### config.mk
export PLATFORM = sky130hd
export DESIGN_NAME = hsv_to_rgb_converter_core_flat
export DESIGN_NICKNAME = d
export VERILOG_FILES = /design/src/rtl/core/hsv2rgb_pkg.sv /design/src/rtl/core/hsv2rgb_if.sv /design/src/rtl/core/hsv2rgb_hue_split.sv /design/src/rtl/core/hsv2rgb_chan_div.sv /design/src/rtl/core/hsv_to_rgb_converter_core.sv /design/src/flat_wrapper.sv
export SDC_FILE = /design/constraint.sdc
export NUM_CORES = 2
export LEC_CHECK = 0
export BUFFER_PORTS_ARGS = -buffer_cell sky130_fd_sc_hd__buf_2
export CAP_MARGIN = 30
export CORE_MARGIN = 5
export CORE_UTILIZATION = 35
export CTS_BUF_LIST = sky130_fd_sc_hd__clkbuf_4 sky130_fd_sc_hd__clkbuf_8
export CTS_CLUSTER_SIZE = 25
export DETAILED_ROUTE_END_ITERATION = 8
export SLEW_MARGIN = 20
export SYNTH_ARGS = -nofsm -noshare
export SYNTH_HDL_FRONTEND = slang
export SYNTH_SLANG_ARGS = --single-unit
export TNS_END_PERCENT = 10
### constraint.sdc
create_clock -name clk -period 9.31 [get_ports clk]
set_input_delay 1.3965 -clock clk [delete_from_list [all_inputs] [get_ports clk]]
set_output_delay 1.3965 -clock clk [all_outputs]
set_load 0.02 [all_outputs]
### src/rtl/core/hsv2rgb_pkg.sv
// shared types and constants for the hsv to rgb converter
`default_nettype none

package hsv2rgb_pkg;

	localparam int HUE_W = 13;
	localparam int PCT_W = 7;
	localparam int CHAN_W = 8;

	localparam int PCT_FULL = 100;
	localparam int CHAN_FULL = 255;
	localparam int SECTOR_DEG = 60;
	localparam int NUM_SECTORS = 6;

	// v*s and v*(100-s) products
	localparam int PV_W = $clog2(PCT_FULL * PCT_FULL + 1);
	// sector index before the final mod-6 correction, always below 12
	localparam int REM6_W = 4;

	typedef logic [2:0] sector_t;

	localparam sector_t SEC_RED_YEL = 3'd0;
	localparam sector_t SEC_YEL_GRN = 3'd1;
	localparam sector_t SEC_GRN_CYN = 3'd2;
	localparam sector_t SEC_CYN_BLU = 3'd3;
	localparam sector_t SEC_BLU_MAG = 3'd4;
	localparam sector_t SEC_MAG_RED = 3'd5;

endpackage

`default_nettype wire

### src/rtl/core/hsv2rgb_if.sv
// valid/ready channel interfaces for hsv input beats and rgb output beats
`default_nettype none

interface hsv2rgb_in_if import hsv2rgb_pkg::*; ();
	logic              valid;
	logic              ready;
	logic [HUE_W-1:0]  hue_offset;
	logic [PCT_W-1:0]  saturation_pct;
	logic [PCT_W-1:0]  value_pct;

	modport source (output valid, output hue_offset, output saturation_pct,
		output value_pct, input ready);
	modport sink (input valid, input hue_offset, input saturation_pct,
		input value_pct, output ready);
endinterface

interface hsv2rgb_out_if import hsv2rgb_pkg::*; ();
	logic              valid;
	logic              ready;
	logic [CHAN_W-1:0] red;
	logic [CHAN_W-1:0] green;
	logic [CHAN_W-1:0] blue;

	modport source (output valid, output red, output green, output blue,
		input ready);
	modport sink (input valid, input red, input green, input blue,
		output ready);
endinterface

`default_nettype wire

### src/rtl/core/hsv2rgb_hue_split.sv
// stages 1 to 6: hue wrap into sector and offset, channel numerators
`default_nettype none

module hsv2rgb_hue_split import hsv2rgb_pkg::*; #(
	parameter int HUE_STEPS_PER_DEGREE = 16
) (
	input  logic                clk,
	input  logic [6:1]          en,
	input  logic [HUE_W-1:0]    base_hue,
	input  logic [HUE_W-1:0]    hue_offset,
	input  logic [PCT_W-1:0]    saturation_pct,
	input  logic [PCT_W-1:0]    value_pct,
	output logic [REM6_W-1:0]   rem6_s6,
	output logic [$clog2(PCT_FULL*PCT_FULL*SECTOR_DEG*HUE_STEPS_PER_DEGREE+1)-1:0] a_max_s6,
	output logic [$clog2(PCT_FULL*PCT_FULL*SECTOR_DEG*HUE_STEPS_PER_DEGREE+1)-1:0] a_min_s6,
	output logic [$clog2(PCT_FULL*PCT_FULL*SECTOR_DEG*HUE_STEPS_PER_DEGREE+1)-1:0] a_up_s6,
	output logic [$clog2(PCT_FULL*PCT_FULL*SECTOR_DEG*HUE_STEPS_PER_DEGREE+1)-1:0] a_dn_s6
);

	localparam int W = SECTOR_DEG * HUE_STEPS_PER_DEGREE;
	localparam int W_W = $clog2(W + 1);
	localparam int A_W = $clog2(PCT_FULL * PCT_FULL * W + 1);
	localparam int SUM_W = HUE_W + 1;
	localparam int QMAX = ((1 << SUM_W) - 1) / W;
	localparam int Q_W = $clog2(QMAX + 1);
	localparam int K1 = SUM_W + W_W;
	localparam longint unsigned M1 = (longint'(1) << K1) / W;
	localparam int P1_W = SUM_W + K1 + 1;
	localparam int K6 = Q_W + 3;
	localparam longint unsigned M6 = (longint'(1) << K6) / NUM_SECTORS;
	localparam int P6_W = Q_W + K6;

	// stage 1
	logic [PCT_W-1:0] sat_c;
	logic [PCT_W-1:0] val_c;
	logic [SUM_W-1:0] sum_s1;
	logic [PV_W-1:0]  vs_s1;
	logic [PV_W-1:0]  vns_s1;

	// stage 2
	logic [P1_W-1:0]  prod1;
	logic [Q_W-1:0]   qa_s2;
	logic [SUM_W-1:0] sum_s2;
	logic [PV_W-1:0]  vs_s2;
	logic [A_W-1:0]   base_s2;

	// stage 3
	logic [SUM_W-1:0] qw;
	logic [SUM_W-1:0] diff;
	logic [W_W:0]     ra_s3;
	logic [Q_W-1:0]   qa_s3;
	logic [PV_W-1:0]  vs_s3;
	logic [A_W-1:0]   base_s3;

	// stage 4
	logic             wrap;
	logic [W_W-1:0]   f_s4;
	logic [Q_W-1:0]   q_s4;
	logic [PV_W-1:0]  vs_s4;
	logic [A_W-1:0]   base_s4;

	// stage 5
	logic [P6_W-1:0]  prod6;
	logic [W_W-1:0]   f_dn;
	logic [Q_W-1:0]   q6a_s5;
	logic [Q_W-1:0]   q_s5;
	logic [A_W-1:0]   t_up_s5;
	logic [A_W-1:0]   t_dn_s5;
	logic [A_W-1:0]   t_max_s5;
	logic [A_W-1:0]   base_s5;

	// stage 6
	logic [Q_W-1:0]   rem6;

	assign sat_c = (saturation_pct > PCT_W'(PCT_FULL)) ? PCT_W'(PCT_FULL) : saturation_pct;
	assign val_c = (value_pct > PCT_W'(PCT_FULL)) ? PCT_W'(PCT_FULL) : value_pct;

	always_ff @(posedge clk) begin
		if (en[1]) begin
			sum_s1 <= SUM_W'(base_hue) + SUM_W'(hue_offset);
			vs_s1  <= PV_W'(val_c) * PV_W'(sat_c);
			vns_s1 <= PV_W'(val_c) * PV_W'(PCT_W'(PCT_FULL) - sat_c);
		end
	end

	// sector estimate by reciprocal, may be one low
	assign prod1 = P1_W'(sum_s1) * P1_W'(M1);

	always_ff @(posedge clk) begin
		if (en[2]) begin
			qa_s2   <= prod1[K1 +: Q_W];
			sum_s2  <= sum_s1;
			vs_s2   <= vs_s1;
			base_s2 <= A_W'(vns_s1) * A_W'(W);
		end
	end

	assign qw   = SUM_W'(qa_s2) * SUM_W'(W);
	assign diff = sum_s2 - qw;

	always_ff @(posedge clk) begin
		if (en[3]) begin
			ra_s3   <= (W_W + 1)'(diff);
			qa_s3   <= qa_s2;
			vs_s3   <= vs_s2;
			base_s3 <= base_s2;
		end
	end

	assign wrap = (ra_s3 >= (W_W + 1)'(W));

	always_ff @(posedge clk) begin
		if (en[4]) begin
			f_s4    <= wrap ? W_W'(ra_s3 - (W_W + 1)'(W)) : W_W'(ra_s3);
			q_s4    <= qa_s3 + Q_W'(wrap);
			vs_s4   <= vs_s3;
			base_s4 <= base_s3;
		end
	end

	assign prod6 = P6_W'(q_s4) * P6_W'(M6);
	assign f_dn  = W_W'(W) - f_s4;

	always_ff @(posedge clk) begin
		if (en[5]) begin
			q6a_s5   <= prod6[K6 +: Q_W];
			q_s5     <= q_s4;
			t_up_s5  <= A_W'(f_s4) * A_W'(vs_s4);
			t_dn_s5  <= A_W'(f_dn) * A_W'(vs_s4);
			t_max_s5 <= A_W'(vs_s4) * A_W'(W);
			base_s5  <= base_s4;
		end
	end

	assign rem6 = q_s5 - Q_W'(q6a_s5) * Q_W'(NUM_SECTORS);

	always_ff @(posedge clk) begin
		if (en[6]) begin
			rem6_s6  <= REM6_W'(rem6);
			a_max_s6 <= base_s5 + t_max_s5;
			a_min_s6 <= base_s5;
			a_up_s6  <= base_s5 + t_up_s5;
			a_dn_s6  <= base_s5 + t_dn_s5;
		end
	end

endmodule

`default_nettype wire

### src/rtl/core/hsv2rgb_chan_div.sv
// stages 7 and 8: channel = floor(255 * a / (10000 * sector width))
`default_nettype none

module hsv2rgb_chan_div import hsv2rgb_pkg::*; #(
	parameter int HUE_STEPS_PER_DEGREE = 16
) (
	input  logic              clk,
	input  logic [1:0]        en,
	input  logic [$clog2(PCT_FULL*PCT_FULL*SECTOR_DEG*HUE_STEPS_PER_DEGREE+1)-1:0] a,
	output logic [CHAN_W-1:0] ch
);

	localparam int W = SECTOR_DEG * HUE_STEPS_PER_DEGREE;
	localparam int D = PCT_FULL * PCT_FULL * W;
	localparam int A_W = $clog2(D + 1);
	localparam int K2 = A_W + CHAN_W;
	localparam longint unsigned R = (longint'(CHAN_FULL) << K2) / D;
	localparam int P2_W = K2 + CHAN_W + 1;
	localparam int X_W = A_W + CHAN_W;
	localparam int RM_W = $clog2(2 * D);

	logic [P2_W-1:0]   prod;
	logic [X_W-1:0]    x255;
	logic [X_W-1:0]    qd;
	logic [CHAN_W-1:0] qp_s7;
	logic [X_W-1:0]    x255_s7;
	logic [CHAN_W-1:0] qp_s8;
	logic [RM_W-1:0]   rem_s8;

	// quotient estimate, at most one low
	assign prod = P2_W'(a) * P2_W'(R);
	assign x255 = (X_W'(a) << CHAN_W) - X_W'(a);

	always_ff @(posedge clk) begin
		if (en[0]) begin
			qp_s7   <= prod[K2 +: CHAN_W];
			x255_s7 <= x255;
		end
	end

	assign qd = X_W'(qp_s7) * X_W'(D);

	always_ff @(posedge clk) begin
		if (en[1]) begin
			qp_s8  <= qp_s7;
			rem_s8 <= RM_W'(x255_s7 - qd);
		end
	end

	assign ch = qp_s8 + CHAN_W'(rem_s8 >= RM_W'(D));

endmodule

`default_nettype wire

### src/rtl/core/hsv_to_rgb_converter_core.sv
// hsv to rgb converter top level: hue wrap, sector split, channel division
// throughput: one beat per cycle while rgb.ready is high; each of the 9 register stages holds one item
// stalls collapse empty stages, so input is taken while the output beat waits
// reset: arst_n clears the stage valid bits and base_hue, datapath is not reset
`default_nettype none

module hsv_to_rgb_converter_core import hsv2rgb_pkg::*; #(
	parameter int HUE_STEPS_PER_DEGREE = 16
) (
	input  logic             clk,
	input  logic             arst_n,
	input  logic             cfg_we,
	input  logic [HUE_W-1:0] cfg_wdata,
	hsv2rgb_in_if.sink       hsv,
	hsv2rgb_out_if.source    rgb
);

	localparam int NS = 9;
	localparam int A_W = $clog2(PCT_FULL * PCT_FULL * SECTOR_DEG * HUE_STEPS_PER_DEGREE + 1);

	logic [HUE_W-1:0]  base_hue_q;
	logic [NS:1]       vld_q;
	logic [NS:1]       en;
	logic [NS:1]       vld_in;

	logic [REM6_W-1:0] rem6_s6;
	logic [A_W-1:0]    a_max_s6;
	logic [A_W-1:0]    a_min_s6;
	logic [A_W-1:0]    a_up_s6;
	logic [A_W-1:0]    a_dn_s6;
	sector_t           sector_s7;
	sector_t           sector_s8;

	logic [CHAN_W-1:0] ch_max;
	logic [CHAN_W-1:0] ch_min;
	logic [CHAN_W-1:0] ch_up;
	logic [CHAN_W-1:0] ch_dn;
	logic [CHAN_W-1:0] red_s9;
	logic [CHAN_W-1:0] green_s9;
	logic [CHAN_W-1:0] blue_s9;

	always_ff @(posedge clk or negedge arst_n) begin
		if (!arst_n) begin
			base_hue_q <= '0;
		end else if (cfg_we) begin
			base_hue_q <= cfg_wdata;
		end
	end

	// a stage moves when it is empty or the next one moves
	always_comb begin
		en[NS] = ~vld_q[NS] | rgb.ready;
		for (int k = NS - 1; k >= 1; k--) begin
			en[k] = ~vld_q[k] | en[k + 1];
		end
	end

	assign vld_in = {vld_q[NS-1:1], hsv.valid};

	always_ff @(posedge clk or negedge arst_n) begin
		if (!arst_n) begin
			vld_q <= '0;
		end else begin
			for (int k = 1; k <= NS; k++) begin
				if (en[k]) begin
					vld_q[k] <= vld_in[k];
				end
			end
		end
	end

	assign hsv.ready = en[1];

	hsv2rgb_hue_split #(
		.HUE_STEPS_PER_DEGREE(HUE_STEPS_PER_DEGREE)
	) u_hue_split (
		.clk            (clk),
		.en             (en[6:1]),
		.base_hue       (base_hue_q),
		.hue_offset     (hsv.hue_offset),
		.saturation_pct (hsv.saturation_pct),
		.value_pct      (hsv.value_pct),
		.rem6_s6        (rem6_s6),
		.a_max_s6       (a_max_s6),
		.a_min_s6       (a_min_s6),
		.a_up_s6        (a_up_s6),
		.a_dn_s6        (a_dn_s6)
	);

	always_ff @(posedge clk) begin
		if (en[7]) begin
			if (rem6_s6 >= REM6_W'(NUM_SECTORS)) begin
				sector_s7 <= sector_t'(rem6_s6 - REM6_W'(NUM_SECTORS));
			end else begin
				sector_s7 <= sector_t'(rem6_s6);
			end
		end
		if (en[8]) begin
			sector_s8 <= sector_s7;
		end
	end

	hsv2rgb_chan_div #(.HUE_STEPS_PER_DEGREE(HUE_STEPS_PER_DEGREE)) u_div_max (
		.clk (clk),
		.en  (en[8:7]),
		.a   (a_max_s6),
		.ch  (ch_max)
	);

	hsv2rgb_chan_div #(.HUE_STEPS_PER_DEGREE(HUE_STEPS_PER_DEGREE)) u_div_min (
		.clk (clk),
		.en  (en[8:7]),
		.a   (a_min_s6),
		.ch  (ch_min)
	);

	hsv2rgb_chan_div #(.HUE_STEPS_PER_DEGREE(HUE_STEPS_PER_DEGREE)) u_div_up (
		.clk (clk),
		.en  (en[8:7]),
		.a   (a_up_s6),
		.ch  (ch_up)
	);

	hsv2rgb_chan_div #(.HUE_STEPS_PER_DEGREE(HUE_STEPS_PER_DEGREE)) u_div_dn (
		.clk (clk),
		.en  (en[8:7]),
		.a   (a_dn_s6),
		.ch  (ch_dn)
	);

	always_ff @(posedge clk) begin
		if (en[9]) begin
			case (sector_s8)
				SEC_RED_YEL: begin
					red_s9   <= ch_max;
					green_s9 <= ch_up;
					blue_s9  <= ch_min;
				end
				SEC_YEL_GRN: begin
					red_s9   <= ch_dn;
					green_s9 <= ch_max;
					blue_s9  <= ch_min;
				end
				SEC_GRN_CYN: begin
					red_s9   <= ch_min;
					green_s9 <= ch_max;
					blue_s9  <= ch_up;
				end
				SEC_CYN_BLU: begin
					red_s9   <= ch_min;
					green_s9 <= ch_dn;
					blue_s9  <= ch_max;
				end
				SEC_BLU_MAG: begin
					red_s9   <= ch_up;
					green_s9 <= ch_min;
					blue_s9  <= ch_max;
				end
				default: begin
					red_s9   <= ch_max;
					green_s9 <= ch_min;
					blue_s9  <= ch_dn;
				end
			endcase
		end
	end

	assign rgb.valid = vld_q[NS];
	assign rgb.red   = red_s9;
	assign rgb.green = green_s9;
	assign rgb.blue  = blue_s9;

endmodule

`default_nettype wire

### src/flat_wrapper.sv
// flat-port wrapper written by rule: the top's interface ports become plain ports
module hsv_to_rgb_converter_core_flat import hsv2rgb_pkg::*;
#(
	parameter int HUE_STEPS_PER_DEGREE = 16
)
  (clk, arst_n, cfg_we, cfg_wdata, hsv_valid, hsv_hue_offset, hsv_saturation_pct, hsv_value_pct, hsv_ready, rgb_valid, rgb_red, rgb_green, rgb_blue, rgb_ready);
  hsv2rgb_in_if hsv_i ();
  hsv2rgb_out_if rgb_i ();
  input  logic clk;
  input  logic arst_n;
  input  logic cfg_we;
  input  logic [HUE_W-1:0] cfg_wdata;
  input wire logic [$bits(hsv_i.valid)-1:0] hsv_valid;
  input wire logic [$bits(hsv_i.hue_offset)-1:0] hsv_hue_offset;
  input wire logic [$bits(hsv_i.saturation_pct)-1:0] hsv_saturation_pct;
  input wire logic [$bits(hsv_i.value_pct)-1:0] hsv_value_pct;
  output wire logic [$bits(hsv_i.ready)-1:0] hsv_ready;
  output wire logic [$bits(rgb_i.valid)-1:0] rgb_valid;
  output wire logic [$bits(rgb_i.red)-1:0] rgb_red;
  output wire logic [$bits(rgb_i.green)-1:0] rgb_green;
  output wire logic [$bits(rgb_i.blue)-1:0] rgb_blue;
  input wire logic [$bits(rgb_i.ready)-1:0] rgb_ready;
  assign hsv_i.valid = hsv_valid;
  assign hsv_i.hue_offset = hsv_hue_offset;
  assign hsv_i.saturation_pct = hsv_saturation_pct;
  assign hsv_i.value_pct = hsv_value_pct;
  assign hsv_ready = hsv_i.ready;
  assign rgb_valid = rgb_i.valid;
  assign rgb_red = rgb_i.red;
  assign rgb_green = rgb_i.green;
  assign rgb_blue = rgb_i.blue;
  assign rgb_i.ready = rgb_ready;
  hsv_to_rgb_converter_core #(.HUE_STEPS_PER_DEGREE(HUE_STEPS_PER_DEGREE)) u_core (.clk(clk), .arst_n(arst_n), .cfg_we(cfg_we), .cfg_wdata(cfg_wdata), .hsv(hsv_i), .rgb(rgb_i));
endmodule
==> implementation parameters <==
Parameter                              Value

Outcome
  Run status ... complete, no violations

Worst setup path
  CP endpoint kind ... flop
  Worst path cell trace ... nor2_1, nand3_1, or3_1, nand4_1, xor2_1, buf_4, nand2_1, fa_1, fa_1, inv_1, fa_1, fa_1, inv_1, fa_1, inv_1, ha_1, or4_1, o22ai_1, o311a_1, o2bb2ai_1, o311ai_1, a21oi_1, xnor2_1
  WP data arrival ... about 7.7 ns
  Worst Setup Path Type ... reg2reg
  Worst Path Required ... slightly below 10 ns
  Family with the most delay on the worst path ... adder cells
  Peak per-stage delay on the critical path ... between 0.6 and 0.7 ns
  Most frequent cell on the critical path ... sky130_fd_sc_hd__fa_1
  Critical path's slowest cell ... sky130_fd_sc_hd__edfxtp_1
  Number of buffers and inverters on the critical path ... 4
  Critical path launch point type ... flop
  Biggest fanout along the worst timing path ... 17

Logic synthesis
  Most used DFF post-synth ... sky130_fd_sc_hd__edfxtp_1
  Proportion of synthesized chip area in sequential cells ... 23.8%
  Synthesized area per cell ... around 11 µm²
  Synth area leader ... sky130_fd_sc_hd__fa_1
  Cell with the most instances after synthesis ... sky130_fd_sc_hd__inv_1
  Total standard cell area after synthesis ... 74100 µm²
  Synth Register Bits ... approximately 590
  Ys async rst share ... between 3 and 4%
  Number of synthesized flops with an enable pin ... between 500 and 600
  Area fraction of the dominant cell type after synthesis ... 27.4%
  Dominant cells by area after synthesis ... sky130_fd_sc_hd__fa_1 27%, sky130_fd_sc_hd__edfxtp_1 23%, sky130_fd_sc_hd__ha_1 21%
  Gate count after technology mapping ... slightly below 7000
  Total number of yosys warnings ... 0
  Synth top cells by count ... 1513 x sky130_fd_sc_hd__inv_1, 1260 x sky130_fd_sc_hd__ha_1, 1013 x sky130_fd_sc_hd__fa_1
  Distinct cells, synth ... 84

Floorplan
  Initial Utilization ... a little over a third
  Boundary pin count ... around 70
  Die Span Y ... approximately 470 µm
  Std-Cell Rows ... approximately 170
  DIE WIDTH ... 470 µm
  Core Box Area ... roughly 210000 µm²
  Die ar. ... 221000 µm²

Route
  Wire length per cell ... 16.0 µm
  Iteration count of the initial detailed-routing pass ... 6
  Number of remaining DRC errors ... 0
  Number of DRC markers in iteration 0 ... between 2000 and 2500
  Antenna viol nets, final ... 0
  Routed wire length ... ~160000 µm
  Total via count in the routed design ... between 40000 and 50000
  Detail-routed via count per cell ... about 4.7

Layout
  Number of nets at the end of the flow ... a little over 9000
  Synthesis-to-finish area growth ... 8.40%
  Fraction of layout cells with a size suffix above 1 ... 5.04%
  Post-Layout Inst Area ... roughly 80000 µm²

CTS
  Clk Latency, worst-skew pair ... 0.82 ns
  Number of buffers inserted to repair setup after CTS ... 0
  Cts bufs inserted ... about 100
  Buffer depth of the longest clock path ... 3
  TritonCTS clock tree ... yes
  Clock transition at the registers of the reported paths ... around 0.070 ns
  # hold bufs at CTS ... 0
  CTS root buf ... sky130_fd_sc_hd__clkbuf_8
  Number of gates given a new drive strength after cts ... 0
  Count of clock tree sinks ... 592
  Number of H-tree levels ... 3

Global routing
  Number of global-route vias before repair ... between 50000 and 60000
  Pin count of the biggest net entering global routing ... 73
  Aggregate global-route resource usage ... between 10 and 15%
  Global-route wire length before repair ... around 260000 µm
  Number of antenna violations at the first check in global routing ... 3
  Overflow left after global routing ... 0

STA
  Unrepaired setup endpoints after global routing ... false
  Setup violation total in the final timing report ... 0
  Headroom to the max-slew limit ... 35.5%
  Post-route minimum period ... 7.16 ns
  Largest clock skew in the final design ... between 0.06 and 0.07 ns
  Fin Setup TNS ... 0 ns
  Post-route clock period utilization ... about three quarters
  Final hold violations ... 0
  Final-report max-slew violation count ... 0
  FMAX ... ~140 MHz
  Slew at the pin closest to its max-slew limit ... 0.968 ns

Placed design
  Weighted congestion at the end of routability-driven global placement ... ~0.85
  Area after detailed placement ... 78100 µm²
  Post-detailed-placement half-perimeter wirelength ... 130000 µm
  IO Port Bufs ... 70

Hold path
  Path category of the worst min-delay check ... reg2reg

Run
  Max-capacitance violation count ... 0
## cell type report
class / count / area (µm²)
antenna: 5 / 12.5
clock buffer: 127 / 1600
clock inverter: 63 / 593
fill: 20800 / 131000
inverter: 1514 / 5690
multi-input combinational: 4604 / 50500
sequential: 592 / 17700
tap: 2821 / 3530
timing repair buffer: 108 / 706
## per-layer routing
layer  vias up  wire length [µm]  global-route usage (%)
li1      22400                 -                       -
met4         0              3810                    3.64
met5         -                 0                       0
met2       767             73600                    24.2
met1     23000             74200                    20.4
met3       198              5820                    1.89
## kinds of logic (layout without fill, tap and decap cells)
logic type / count (synthesis) / after routing / synth area share, %
other cells: 2 / 17 / 0.0101
compound gates: 800 / 800 / 7.12
simple gates: 1067 / 1067 / 6.92
mux: 30 / 30 / 0.432
xor+xnor: 422 / 422 / 4.99
flops: 592 / 592 / 23.8
fa+ha+maj: 2273 / 2273 / 48.6
buf+inv: 1589 / 1812 / 8.05
## path summary, 6_finish.rpt
path	start	to	slack, ns	cells after the start
hold reg to reg	u_core.u_hue_split.t_dn_s5[1]$_DFFE_PP_	u_core.u_hue_split.a_dn_s6[1]$_DFFE_PP_	0.41	0
min in group asynchronous	arst_n	u_core.base_hue_q[10]$_DFFE_PN0P_	0.62	1
hold / removal	u_core.u_hue_split.t_dn_s5[1]$_DFFE_PP_	u_core.u_hue_split.a_dn_s6[1]$_DFFE_PP_	0.41	0
setup / recovery	u_core.u_hue_split.f_s4[2]$_DFFE_PP_	u_core.u_hue_split.t_dn_s5[22]$_DFFE_PP_	2.15	23
max in group asynchronous	arst_n	u_core.vld_q[4]$_DFFE_PN0P_	8.22	1
setup reg to reg	u_core.u_hue_split.f_s4[2]$_DFFE_PP_	u_core.u_hue_split.t_dn_s5[22]$_DFFE_PP_	2.15	23
## state kept, by name (all words and copies together) (netlist names), 18 cells and up
signal and flops:
u_core.u_hue_split.t_max_s5 18, u_core.u_hue_split.a_dn_s6 23, u_core.u_hue_split.a_min_s6 18, u_core.u_hue_split.t_up_s5 24, u_core.u_hue_split.a_up_s6 24, u_core.u_hue_split.t_dn_s5 23
## through the flow
stage / utilization, % / hold WS [ns] / setup WS [ns] / cells
floorplan: - / 0.400 / 2.81 / 6785
global placement: 36.9 / 0.401 / 2.11 / 9629
detailed placement: 36.9 / 0.405 / 2.06 / 9634
CTS: 38.0 / 0.415 / 2.00 / 9824
global route: 38.0 / 0.424 / 1.73 / 9834
finish: 38.0 / 0.410 / 2.15 / 9834
## cell usage in the layout (no fill, tap or decap), types with 30 or more instances in the layout
cell type,synthesis,routed
sky130_fd_sc_hd__o21a_1,30,30
sky130_fd_sc_hd__nor3_1,66,66
sky130_fd_sc_hd__clkbuf_8,0,103
sky130_fd_sc_hd__xnor2_1,311,311
sky130_fd_sc_hd__ha_1,1260,1260
sky130_fd_sc_hd__a211oi_1,31,31
sky130_fd_sc_hd__o21bai_1,61,61
sky130_fd_sc_hd__fa_1,1013,1013
sky130_fd_sc_hd__and2_1,122,122
sky130_fd_sc_hd__edfxtp_1,570,570
sky130_fd_sc_hd__nor2_1,212,212
sky130_fd_sc_hd__nand2b_1,42,42
sky130_fd_sc_hd__xor2_1,111,111
sky130_fd_sc_hd__buf_4,0,30
sky130_fd_sc_hd__nor2b_1,57,57
sky130_fd_sc_hd__o21ai_0,131,131
sky130_fd_sc_hd__nand3_1,99,97
sky130_fd_sc_hd__nand2_1,343,340
sky130_fd_sc_hd__a21oi_1,262,262
sky130_fd_sc_hd__a21o_1,101,101
sky130_fd_sc_hd__and3_1,50,50
sky130_fd_sc_hd__inv_1,1513,1510
sky130_fd_sc_hd__buf_2,0,71
Power is left out: the tool's default activity adds up to more than one toggle a clock period on the data nets, which glitch-free logic cannot reach.
